$ cat src/design/lrupr_pkg.sv
`default_nettype none

package lrupr_pkg;

   // fixed field widths of the stream and register ports
   localparam int PAGE_FIELD_W  = 16;
   localparam int FRAME_FIELD_W = 3;
   localparam int FAULT_W       = 32;
   localparam int CSR_W         = 4;
   localparam int RSP_PAD_W     = 3;

   // frame count after reset, before clamping to the frames built
   localparam logic [CSR_W-1:0] RESET_FRAMES = CSR_W'(4);
   localparam logic [CSR_W-1:0] MIN_FRAMES   = CSR_W'(1);

   localparam logic [FAULT_W-1:0] FAULT_MAX = '1;

   // result beat, last field in the lowest bits
   typedef struct packed {
      logic [RSP_PAD_W-1:0]     pad;
      logic [FAULT_W-1:0]       fault_count;
      logic [PAGE_FIELD_W-1:0]  evicted_page;
      logic                     evicted_valid;
      logic [FRAME_FIELD_W-1:0] frame;
      logic                     hit;
   } rsp_beat_type;

   localparam int RSP_TDATA_W = $bits(rsp_beat_type);

   // written count to active count: zero acts as one, above the frames built saturates
   function automatic logic [CSR_W-1:0] clamp_frames(input logic [CSR_W-1:0] value,
                                                     input int frames);
      logic [CSR_W-1:0] result;
      if (value == '0) begin
         result = MIN_FRAMES;
      end else if (int'(value) > frames) begin
         result = CSR_W'(frames);
      end else begin
         result = value;
      end
      return result;
   endfunction

endpackage

`default_nettype wire

$ cat src/design/lrupr_select.sv
`default_nettype none

module lrupr_select #(
   parameter int FRAMES    = 8,
   parameter int PAGE_BITS = 16,
   parameter int IDX_W     = $clog2(FRAMES)
) (
   input  wire logic [PAGE_BITS-1:0]              page,
   input  wire logic [FRAMES-1:0][PAGE_BITS-1:0]  frame_pages,
   input  wire logic [FRAMES-1:0]                 frame_valid,
   input  wire logic [FRAMES-1:0][IDX_W-1:0]      frame_rank,
   input  wire logic [lrupr_pkg::CSR_W-1:0]       active_frames,
   output logic                                   hit,
   output logic [IDX_W-1:0]                       sel_idx,
   output logic                                   evict_valid,
   output logic [PAGE_BITS-1:0]                   evict_page
);
   import lrupr_pkg::*;

   logic [FRAMES-1:0] active;
   logic [FRAMES-1:0] match;
   logic [FRAMES-1:0] oldest;
   logic [IDX_W-1:0]  hit_idx;
   logic [IDX_W-1:0]  victim_idx;
   logic [IDX_W-1:0]  lru_rank;

   // the least recently used frame holds the top rank of the active set
   assign lru_rank = IDX_W'(active_frames - MIN_FRAMES);

   // per-frame tag compare and top-rank detect
   always_comb begin
      for (int i = 0; i < FRAMES; i++) begin
         active[i] = i < int'(active_frames);
         match[i]  = active[i] && frame_valid[i] && (frame_pages[i] == page);
         oldest[i] = active[i] && (frame_rank[i] == lru_rank);
      end
   end

   // priority encoders, lowest index wins
   always_comb begin
      hit_idx    = '0;
      victim_idx = '0;
      for (int i = FRAMES - 1; i >= 0; i--) begin
         if (match[i]) begin
            hit_idx = IDX_W'(i);
         end
         if (oldest[i]) begin
            victim_idx = IDX_W'(i);
         end
      end
   end

   // chosen frame and the page it gives up
   always_comb begin
      hit         = |match;
      sel_idx     = hit ? hit_idx : victim_idx;
      evict_valid = !hit && frame_valid[victim_idx];
      evict_page  = evict_valid ? frame_pages[victim_idx] : '0;
   end

endmodule

`default_nettype wire

$ cat src/design/lrupr_frames.sv
`default_nettype none

module lrupr_frames #(
   parameter int FRAMES    = 8,
   parameter int PAGE_BITS = 16,
   parameter int IDX_W     = $clog2(FRAMES)
) (
   input  wire logic                              clock,
   input  wire logic                              reset,
   input  wire logic                              csr_wr_en,
   input  wire logic [lrupr_pkg::CSR_W-1:0]       csr_wr_data,
   input  wire logic                              update,
   input  wire logic [PAGE_BITS-1:0]              page,
   input  wire logic                              hit,
   input  wire logic [IDX_W-1:0]                  sel_idx,
   output logic [FRAMES-1:0][PAGE_BITS-1:0]       frame_pages,
   output logic [FRAMES-1:0]                      frame_valid,
   output logic [FRAMES-1:0][IDX_W-1:0]           frame_rank,
   output logic [lrupr_pkg::CSR_W-1:0]            active_frames
);
   import lrupr_pkg::*;

   logic [FRAMES-1:0][PAGE_BITS-1:0] pages_ff, pages_in;
   logic [FRAMES-1:0]                valid_ff, valid_in;
   logic [FRAMES-1:0][IDX_W-1:0]     rank_ff,  rank_in;
   logic [CSR_W-1:0]                 count_ff, count_in;
   logic [CSR_W-1:0]                 clear_count;
   logic [IDX_W-1:0]                 sel_rank;

   // a register write or reset restarts from empty frames
   assign clear_count = reset ? clamp_frames(RESET_FRAMES, FRAMES)
                              : clamp_frames(csr_wr_data, FRAMES);
   assign sel_rank    = rank_ff[sel_idx];

   // next frame contents and recency ranks
   always_comb begin
      pages_in = pages_ff;
      valid_in = valid_ff;
      rank_in  = rank_ff;
      count_in = count_ff;
      if (reset || csr_wr_en) begin
         count_in = clear_count;
         valid_in = '0;
         for (int i = 0; i < FRAMES; i++) begin
            pages_in[i] = '0;
            rank_in[i]  = (i < int'(clear_count)) ? IDX_W'(int'(clear_count) - 1 - i) : '0;
         end
      end else if (update) begin
         if (!hit) begin
            pages_in[sel_idx] = page;
            valid_in[sel_idx] = 1'b1;
         end
         for (int i = 0; i < FRAMES; i++) begin
            if (i < int'(count_ff)) begin
               if (IDX_W'(i) == sel_idx) begin
                  rank_in[i] = '0;
               end else if (rank_ff[i] < sel_rank) begin
                  rank_in[i] = rank_ff[i] + IDX_W'(1);
               end
            end
         end
      end
   end

   // control state
   always_ff @(posedge clock) begin
      valid_ff <= valid_in;
      rank_ff  <= rank_in;
      count_ff <= count_in;
   end

   // page tags
   always_ff @(posedge clock) begin
      pages_ff <= pages_in;
   end

   assign frame_pages   = pages_ff;
   assign frame_valid   = valid_ff;
   assign frame_rank    = rank_ff;
   assign active_frames = count_ff;

endmodule

`default_nettype wire

$ cat src/design/lru_page_replacement_top.sv
// channel | direction | beat contents (low bit first)
// req_    | in        | tdata: page_number[15:0]
// rsp_    | out       | tdata: hit, frame[2:0], evicted_valid, evicted_page[15:0],
//         |           |        fault_count[31:0], zero pad[2:0]
// csr_    | in        | wr_data: frames_in_use[3:0], taken when wr_en is high
//
// one page reference per cycle; its result is registered and appears the next cycle
// tag compare, victim pick and rank update of active frames share the same cycle
// req_tready falls only while a result waits on a stalled rsp_ side or during reset
// reset empties all frames, sets four frames in use and clears the fault count
// a register write empties the frames and restarts the ranks; the fault count stays
`default_nettype none

module lru_page_replacement_top #(
   parameter int FRAMES    = 8,
   parameter int PAGE_BITS = 16
) (
   input  wire logic                               clock,
   input  wire logic                               reset,
   input  wire logic                               csr_wr_en,
   input  wire logic [lrupr_pkg::CSR_W-1:0]        csr_wr_data,
   input  wire logic                               req_tvalid,
   output logic                                    req_tready,
   // page_number[15:0]
   input  wire logic [lrupr_pkg::PAGE_FIELD_W-1:0] req_tdata,
   output logic                                    rsp_tvalid,
   input  wire logic                               rsp_tready,
   // hit, frame[2:0], evicted_valid, evicted_page[15:0], fault_count[31:0], pad[2:0]
   output logic [lrupr_pkg::RSP_TDATA_W-1:0]       rsp_tdata
);
   import lrupr_pkg::*;

   localparam int IDX_W = $clog2(FRAMES);

   logic [FRAMES-1:0][PAGE_BITS-1:0] frame_pages;
   logic [FRAMES-1:0]                frame_valid;
   logic [FRAMES-1:0][IDX_W-1:0]     frame_rank;
   logic [CSR_W-1:0]                 active_frames;
   logic [PAGE_BITS-1:0]             page;
   logic                             hit;
   logic [IDX_W-1:0]                 sel_idx;
   logic                             evict_valid;
   logic [PAGE_BITS-1:0]             evict_page;
   logic                             req_beat;
   logic [FAULT_W-1:0]               faults_ff, faults_in;
   logic                             rsp_valid_ff, rsp_valid_in;
   rsp_beat_type                     rsp_beat_ff, rsp_beat_in;

   // input handshake
   assign req_tready = !reset && (!rsp_valid_ff || rsp_tready);
   assign req_beat   = req_tvalid && req_tready;
   assign page       = PAGE_BITS'(req_tdata);

   lrupr_select #(
      .FRAMES    (FRAMES),
      .PAGE_BITS (PAGE_BITS),
      .IDX_W     (IDX_W)
   ) u_select (
      .page          (page),
      .frame_pages   (frame_pages),
      .frame_valid   (frame_valid),
      .frame_rank    (frame_rank),
      .active_frames (active_frames),
      .hit           (hit),
      .sel_idx       (sel_idx),
      .evict_valid   (evict_valid),
      .evict_page    (evict_page)
   );

   lrupr_frames #(
      .FRAMES    (FRAMES),
      .PAGE_BITS (PAGE_BITS),
      .IDX_W     (IDX_W)
   ) u_frames (
      .clock         (clock),
      .reset         (reset),
      .csr_wr_en     (csr_wr_en),
      .csr_wr_data   (csr_wr_data),
      .update        (req_beat),
      .page          (page),
      .hit           (hit),
      .sel_idx       (sel_idx),
      .frame_pages   (frame_pages),
      .frame_valid   (frame_valid),
      .frame_rank    (frame_rank),
      .active_frames (active_frames)
   );

   // saturating fault counter
   always_comb begin
      faults_in = faults_ff;
      if (reset) begin
         faults_in = '0;
      end else if (req_beat && !hit && faults_ff != FAULT_MAX) begin
         faults_in = faults_ff + FAULT_W'(1);
      end
   end

   // result register
   always_comb begin
      rsp_valid_in = rsp_valid_ff;
      rsp_beat_in  = rsp_beat_ff;
      if (reset) begin
         rsp_valid_in = 1'b0;
      end else if (req_beat) begin
         rsp_valid_in              = 1'b1;
         rsp_beat_in.pad           = '0;
         rsp_beat_in.fault_count   = faults_in;
         rsp_beat_in.evicted_page  = PAGE_FIELD_W'(evict_page);
         rsp_beat_in.evicted_valid = evict_valid;
         rsp_beat_in.frame         = FRAME_FIELD_W'(sel_idx);
         rsp_beat_in.hit           = hit;
      end else if (rsp_tready) begin
         rsp_valid_in = 1'b0;
      end
   end

   always_ff @(posedge clock) begin
      faults_ff    <= faults_in;
      rsp_valid_ff <= rsp_valid_in;
   end

   always_ff @(posedge clock) begin
      rsp_beat_ff <= rsp_beat_in;
   end

   assign rsp_tvalid = rsp_valid_ff;
   assign rsp_tdata  = rsp_beat_ff;

endmodule

`default_nettype wire

$ cat config.mk
export PLATFORM = sky130hd
export DESIGN_NAME = lru_page_replacement_top
export DESIGN_NICKNAME = d
export VERILOG_FILES = /design/src/design/lrupr_pkg.sv /design/src/design/lrupr_select.sv /design/src/design/lrupr_frames.sv /design/src/design/lru_page_replacement_top.sv
export SDC_FILE = /design/constraint.sdc
export NUM_CORES = 1
export LEC_CHECK = 0
export ABC_CLOCK_PERIOD_IN_PS = 4300
export BUFFER_PORTS_ARGS = -buffer_cell sky130_fd_sc_hd__buf_2
export CORE_ASPECT_RATIO = 0.9
export CORE_MARGIN = 10
export CORE_UTILIZATION = 58
export CTS_BUF_LIST = sky130_fd_sc_hd__clkbuf_8
export DETAILED_ROUTE_END_ITERATION = 16
export HOLD_SLACK_MARGIN = 0.12
export PLACE_DENSITY = 0.79
export SLEW_MARGIN = 20
export SYNTH_ARGS = -nofsm -noshare
export SYNTH_HDL_FRONTEND = slang
export SYNTH_SLANG_ARGS = --single-unit
$ cat constraint.sdc
create_clock -name clock -period 4.3 [get_ports clock]
set_input_delay 0.215 -clock clock [delete_from_list [all_inputs] [get_ports clock]]
set_output_delay 0.215 -clock clock [all_outputs]
set_load 0.01 [all_outputs]
# --- Word level (Yosys, flattened, before mapping) ---
# Cells that the tools add are included.
totals:
  elab_cells: 233
  in_bits: 25
  register_bits: 250
  out_inout_bits: 58
classes:
  muxes: 69
  order_cmp: 28
  add_sub_neg: 18
  n_reduce_logical: 66
  n_eq_ne: 24
  n_bitwise: 3
ops:
  columns: ["operator", "count"]
  rows:
  - ["$mux W3", 50]
  - ["$bwmux W128", 1]
  - ["$eq A16 B16 Y1", 8]
  - ["$mux W32", 2]
  - ["$bmux W16 S3", 1]
  - ["$demux W16 S3", 1]
  - ["$mux W24", 2]
  - ["$add A32 B1 Y32 const B", 1]
  - ["$lt A3 B4 Y1 const A", 8]
  - ["$mux W16", 2]
  - ["$ne A32 B32 Y1 const B", 1]
  - ["$logic_and A1 B1 Y1", 30]
  - ["$add A3 B1 Y3 const B", 8]
  - ["$eq A3 B3 Y1", 8]
  - ["$lt A3 B3 Y1", 8]
  - ["$reduce_and A3 Y1", 8]
  - ["$reduce_bool A3 Y1", 8]
  - ["$reduce_bool A2 Y1", 10]
  - ["$lt A1 B4 Y1 const A", 4]
  - ["$lt A2 B4 Y1 const A", 4]
  - ["$eq A3 B3 Y1 const A", 4]
  - ["$mux W4", 3]
  - ["$sub A3 B3 Y3 const B", 4]
  - ["$bmux W3 S3", 1]
  - ["18 further kinds", 31]

# --- Depth between registers and ports, before layout ---
depth:
  depth_word: 20
  depth_mapped: 21
  depth_no_buf: 17

# --- Hierarchy ---
# Synthesis repeated with hierarchy kept, for this count alone.
hier_totals:
  hier_cells: 1576
  area_unflattened_um2: 13843.3
by_module_without_submodules:
  columns: ["mod", "cells_each", "area_per_inst_um2", "seq_area_each_um2", "n_inst"]
  rows:
  - ["lrupr_frames", 848, 7026.7, 3563.4, 1]
  - ["lrupr_select", 462, 3449.6, 0.0, 1]
  - ["lru_page_replacement_top", 266, 3367.0, 2252.2, 1]

# --- Worst setup path before layout ---
# No wires, ideal clock.
synth_path:
  kind: "reg2reg"
  start: "reg u_frames.count_ff[0] (netlist: u_frames.active_frames[0])"
  end: "reg u_frames.rank_ff, in the netlist u_frames.frame_rank[6] (enable)"
  arrival_time_ns: 4.385
  setup_time_ns: 0.354
  n_path_buf: 4
  slack_ns: -0.439
  required_time_ns: 3.946
  path_stages_with_launch: 21
  synth_period_minus_slack_ns: 4.739
  path_cell_list: "edfxtp_1 -> buf_2 -> inv_1 -> ha_1 -> buf_2 -> xor2_1 -> nand4b_1 -> a32o_1 -> o31ai_4 -> o311ai_4 -> a21oi_2 -> buf_6 -> buf_6 -> nor2b_1 -> a211oi_1 -> a211oi_1 -> a31oi_1 -> ha_1 -> o211ai_1 -> a21oi_1 -> a211oi_1"
synth_via:
  elab_chain_cells: 17
  word_cells_on_any_way: 66
  classes_between: "add/sub (1); order compare (9); eq/ne (9); mux (19); reduce/logical (28)"
synth_lines:
  columns: ["element", "line_no", "source"]
  rows:
  - ["start: declaration", "lrupr_frames.sv:26", "logic [CSR_W-1:0] count_ff, count_in;"]
  - ["start signal: assignment", "lrupr_frames.sv:69", "count_ff <= count_in;"]
  - ["$sub A3 B1 Y3 / $lt A3 B4 Y1 (equally long branches)", "lrupr_select.sv:28, lrupr_select.sv:33", null]
  - ["$eq A3 B3 Y1 / $logic_and A1 B1 Y1 (equally long branches)", "lrupr_select.sv:35, lrupr_select.sv:34", null]
  - ["$logic_and A1 B1 Y1, on equally long branches", "lrupr_select.sv:35, lrupr_select.sv:34", null]
  - ["$mux W3, on equally long branches (8 in series)", "lrupr_select.sv:47, lrupr_select.sv:44", null]
  - ["$mux W3 *", "lrupr_select.sv:56", "sel_idx = hit ? hit_idx : victim_idx;"]
  - ["named net sel_idx[1]", "lru_page_replacement_top.sv:41", "logic [IDX_W-1:0] sel_idx;"]
  - ["$bmux W3 S3", "lrupr_frames.sv:33", "assign sel_rank = rank_ff[sel_idx];"]
  - ["$mux W3 (implied by the code)", "lrupr_frames.sv:33", null]
  - ["$lt A3 B3 Y1", "lrupr_frames.sv:57", "end else if (rank_ff[i] < sel_rank) begin"]
  - ["$reduce_bool A3 Y1 (no line) *", null, null]
  - ["$reduce_and A3 Y1 (no line) *", null, null]
  - ["end signal: assignment", "lrupr_frames.sv:68", "rank_ff <= rank_in;"]
  - ["end: declaration", "lrupr_frames.sv:25", "logic [FRAMES-1:0][IDX_W-1:0] rank_ff, rank_in;"]
# The timed path passes the listed nets; every way through them passes the cells marked *. The select of a mux whose other input is x is not followed.
# A chain may end at the register's enable or synchronous reset.

# --- Worst setup path after layout ---
layout_path:
  start: "in req_tdata[13] in the netlist's numbering"
  end: "reg u_frames.rank_ff, in the netlist u_frames.frame_rank[1] (enable)"
layout_via:
  elab_chain_cells: 16
  word_cells_on_any_way: 32
  classes_between: "order compare (1); eq/ne (8); mux (11); reduce/logical (12)"
layout_lines:
  columns: ["element", "line_no", "source"]
  rows:
  - ["start: declaration", "lru_page_replacement_top.sv:25", "input wire logic [lrupr_pkg::PAGE_FIELD_W-1:0] req_tdata,"]
  - ["$eq A16 B16 Y1", "lrupr_select.sv:34", "match[i] = active[i] && frame_valid[i] && (frame_pages[i] == page);"]
  - ["$logic_and A1 B1 Y1", "lrupr_select.sv:34", null]
  - ["$mux W3 (8 in series)", "lrupr_select.sv:44", "if (match[i]) begin"]
  - ["$mux W3 *", "lrupr_select.sv:56", null]
  - ["$bmux W3 S3", "lrupr_frames.sv:33", null]
  - ["$mux W3 (implied by the code)", "lrupr_frames.sv:33", null]
  - ["$lt A3 B3 Y1", "lrupr_frames.sv:57", null]
  - ["$reduce_bool A3 Y1 (no line) *", null, null]
  - ["$reduce_and A3 Y1 (no line) *", null, null]
# Mark *: on every way between the ends. The rest lies on a longest branch, timed or not. The select of a mux whose other input is x is not followed.

==> results.sh <==
export IMPL_status="complete, no violations"
export IMPL_synth_commonest_cells="sky130_fd_sc_hd__nor2_1 (224), sky130_fd_sc_hd__dfxtp_1 (169), sky130_fd_sc_hd__mux2i_1 (169)"
export IMPL_hpwlAfterDp_um=29100
export IMPL_die_height_um=169
export IMPL_synth_area_leaders="sky130_fd_sc_hd__dfxtp_1 (24%), sky130_fd_sc_hd__edfxtp_1 (17%), sky130_fd_sc_hd__mux2i_1 (12%)"
export IMPL_placed_cell_area_um2=15200
export IMPL_filler_cell_count=1873
export IMPL_drtIter0Drc=1232
export IMPL_fin_crit_sh_pct=97.5
export IMPL_vias_per_instance=6.13
export IMPL_endpoint_kind="register"
export IMPL_critical_path_reg2reg_endpoint="u_frames.frame_rank[1]"
export IMPL_crit_required_ns=4.57
export IMPL_timing_rr_start="u_frames.active_frames[0]"
export IMPL_met2_usage_pct=40.2
export IMPL_report_final_slew_viol_count=0
export IMPL_fmax_ghz=0.238
export IMPL_arrival_time_at_the_worst_endpoint_ns=4.46
export IMPL_critical_path_peak_fanout=15
export IMPL_nNetsFinal=1666
export IMPL_timing_reg2reg_worst_path_depth=17
export IMPL_clock_root_buffer="sky130_fd_sc_hd__clkbuf_8"
export IMPL_use_met3_pct=5.39
export IMPL_final_setup_viols=0
export IMPL_min_delay_start="csr_wr_data[3]"
export IMPL_detailedRoute_firstPassIterationCount=5
export IMPL_yosys_cell_types_count=77
export IMPL_finalHoldViolCount=0
export IMPL_async_reset_ff_share_pct=0
export IMPL_congestion_overflow_gr=0
export IMPL_maxCapViolCount=0
export IMPL_grt_busiest_layer="met2"
export IMPL_final_cell_area_um2=16300
export IMPL_dominantRegCellSynth="sky130_fd_sc_hd__dfxtp_1"
export IMPL_antenna_violating_nets_post_route=0
export IMPL_dieArea_um2=31300
export IMPL_number_of_enable_type_register_cells_in_the_synthesized_netlist=81
export IMPL_synth_most_common_cell="sky130_fd_sc_hd__nor2_1"
export IMPL_cts_htree_levels=2
export IMPL_first_global_vias=11600
export IMPL_grt_usage_pct=25.6
export IMPL_fin_skew_ns=0.0468
export IMPL_relSlewSlack_pct=36.5
export IMPL_floorplan_initialDensity_pct=58.8
export IMPL_chipWidth_um=185
export IMPL_clk_transition_reported_paths_ns=0.06
export IMPL_post_route_min_period_ns=4.19
export IMPL_drcViolationCount=0
export IMPL_layout_cell_share_with_drive_strength_beyond_1_pct=18.2
export IMPL_r2r_setup_slack_ns=0.13
export IMPL_total_leakage_power_nw=6.77
export IMPL_route_final_wire_length_um=41600
export IMPL_avg_inst_size_synth_um2=9.50
export IMPL_dp_worst_setup_slack_ns=-0.0384
export IMPL_route_vias_total=12000
export IMPL_routabilityCongestion=0.946
export IMPL_clock_sinks=250
export IMPL_synth_top_cell_area_share_pct=23.7
export IMPL_worst_ir_drop_vdd_v=0.000768
export IMPL_io_buffer_count=79
export IMPL_critPathKind="in2reg"
export IMPL_post_synth_instance_area_um2=14300
export IMPL_postLayoutSetupSlackWorst_ns=0.106
export IMPL_io_pins=83
export IMPL_grt_pass1_wl_um=64000
export IMPL_avgRoutedWirePerCell_um=21.2
export IMPL_grt_antenna_before_repair=0
export IMPL_clockBufferDepth=3
export IMPL_transition_time_at_the_pin_with_the_least_slew_margin_ns=0.953
export IMPL_worst_setup_sp_type="input pin"
export IMPL_grt_max_degree=82
export IMPL_yosysWarnings=0
export IMPL_insertion_delay_ns=0.58
export IMPL_synth_seq_cells=250
export IMPL_worst_hold_path_num_cells=3
export IMPL_holdCritPathClass="in2reg"
export IMPL_use_met1_pct=34.0
export IMPL_power_density_cell_area_nw_per_um2=574
export IMPL_cts_tree="yes"
export IMPL_hold_end="u_frames.active_frames[3]"
export IMPL_hold_worst_slack_ns=0.135
export IMPL_synth_cells=1502
export IMPL_area_growth_pct=14.5
export IMPL_fp_coreArea_um2=24300
export IMPL_final_core_utilization_pct=67.4
export IMPL_ys_seq_area_share_pct=40.7
export IMPL_cts_made_buffers=41
export IMPL_rows=54
export IMPL_yosys_area_top_type="sky130_fd_sc_hd__dfxtp_1"
power by group:
group / internal, mW / total [mW] / leakage (nW) / switching (mW)
sequential: 2.69 / 2.91 / 2.14 / 0.220
combinational: 1.72 / 4.39 / 4.14 / 2.66
clock: 1.10 / 2.08 / 0.489 / 0.981
total: 5.52 / 9.38 / 6.77 / 3.86
metal layers:
| metal | part of all wire, % | up-vias |
|---|---|---|
| met2 | 46 | 590 |
| met3 | 9.3 | 110 |
| met4 | 3.0 | 0 |
| met1 | 42 | 5793 |
| met5 | 0 | - |
| li1 | - | 5528 |
registers in the layout (all words and copies together), names as in the netlist:
signal / cells
u_frames.active_frames: 4
faults_ff: 32
u_frames.frame_valid: 8
rsp_tdata: 53
u_frames.frame_rank: 24
rsp_tvalid: 1
u_frames.frame_pages: 128
cell type report:
cell class	instances	area [um^2]	area share, %
Clock inverter	26	146	0.896
Tap cell	308	385	2.36
Inverter	34	135	0.827
Sequential cell	250	5820	35.6
Antenna cell	2	5.00	0.0306
Clock buffer	49	674	4.13
Multi-Input combinational cell	1114	7950	48.6
Timing Repair Buffer	178	1240	7.56
cells by family (layout without fill, tap and decap cells):
logic type	after synthesis	count (layout)	share of synthesized area, %
fa+ha+maj	22	22	1.93
simple gates	533	533	18.3
xor+xnor	188	188	12.1
flops	250	250	40.7
other cells	1	5	0.0263
compound gates	166	166	7.64
mux	202	202	14.5
buf+inv	140	287	4.79
timing repair:
item / 4_1_cts / 5_1_grt
setup buffers: 1 / 3
gates resized for setup: 0 / 21
hold buffers: 20 / 0
pin swaps: 1 / 5
setup endpoints to repair: 15 / 41
endpoints found under the hold margin: 45 / 0
per-stage QoR:
stage / TNS [ns] / power (mW) / std cells
after global placement: 0 / 7.00 / 1860
after CTS: 0 / 9.16 / 1956
after detailed placement: -0.345 / 7.08 / 1860
after floorplan: 0 / 5.82 / 1504
final: 0 / 9.38 / 1961
after global routing: -0.0126 / 9.77 / 1959
layout by cell type (no fill, tap or decap), drive strengths merged, types with 5 or more instances in the layout:
| cell | count |
|---|---|
| a31oi | 5 |
| nand4 | 15 |
| ha | 22 |
| o211ai | 5 |
| xnor2 | 51 |
| clkinv | 6 |
| a21oi | 78 |
| nand3b | 12 |
| edfxtp | 81 |
| xor2 | 131 |
| nor2b | 5 |
| o32ai | 5 |
| inv | 52 |
| and2 | 7 |
| buf | 157 |
| nor2 | 225 |
| clkbuf | 50 |
| dlygate4sd3 | 20 |
| or3 | 12 |
| dfxtp | 169 |
| nand3 | 53 |
| nor4 | 53 |
| o22ai | 6 |
| nand2 | 82 |
| or4 | 7 |
| nor3 | 19 |
| nor4b | 10 |
| a211oi | 8 |
| o31ai | 5 |
| and3 | 13 |
| mux2 | 33 |
| o21ai | 23 |
| nand2b | 9 |
| mux2i | 169 |
worst max path at each step:
stage | from | endpoint
floorplan | u_frames.active_frames[0] | u_frames.frame_rank[3]
global placement | u_frames.active_frames[0] | u_frames.frame_rank[2]
detailed placement | u_frames.active_frames[0] | u_frames.frame_rank[16]
CTS | u_frames.active_frames[0] | u_frames.frame_rank[1]
global route | u_frames.active_frames[0] | u_frames.frame_rank[4]
finish | req_tdata[13] | u_frames.frame_rank[1]
critical path: stages:
cell and delay [ns]:
sky130_fd_sc_hd__dlygate4sd3_1 0.53, sky130_fd_sc_hd__buf_2 0.18, sky130_fd_sc_hd__buf_4 0.19, sky130_fd_sc_hd__xor2_1 0.19, sky130_fd_sc_hd__nor4b_1 0.33, sky130_fd_sc_hd__nand3_1 0.18, sky130_fd_sc_hd__or4_1 0.55, sky130_fd_sc_hd__o211ai_1 0.15
sky130_fd_sc_hd__a221o_1 0.18, sky130_fd_sc_hd__and2_1 0.20, sky130_fd_sc_hd__inv_4 0.07, sky130_fd_sc_hd__buf_4 0.19, sky130_fd_sc_hd__or3_1 0.47, sky130_fd_sc_hd__a211oi_1 0.28, sky130_fd_sc_hd__o32ai_1 0.14, sky130_fd_sc_hd__a21oi_2 0.23
sky130_fd_sc_hd__buf_4 0.16
No activity file was read; power rests on OpenSTA's default activity.
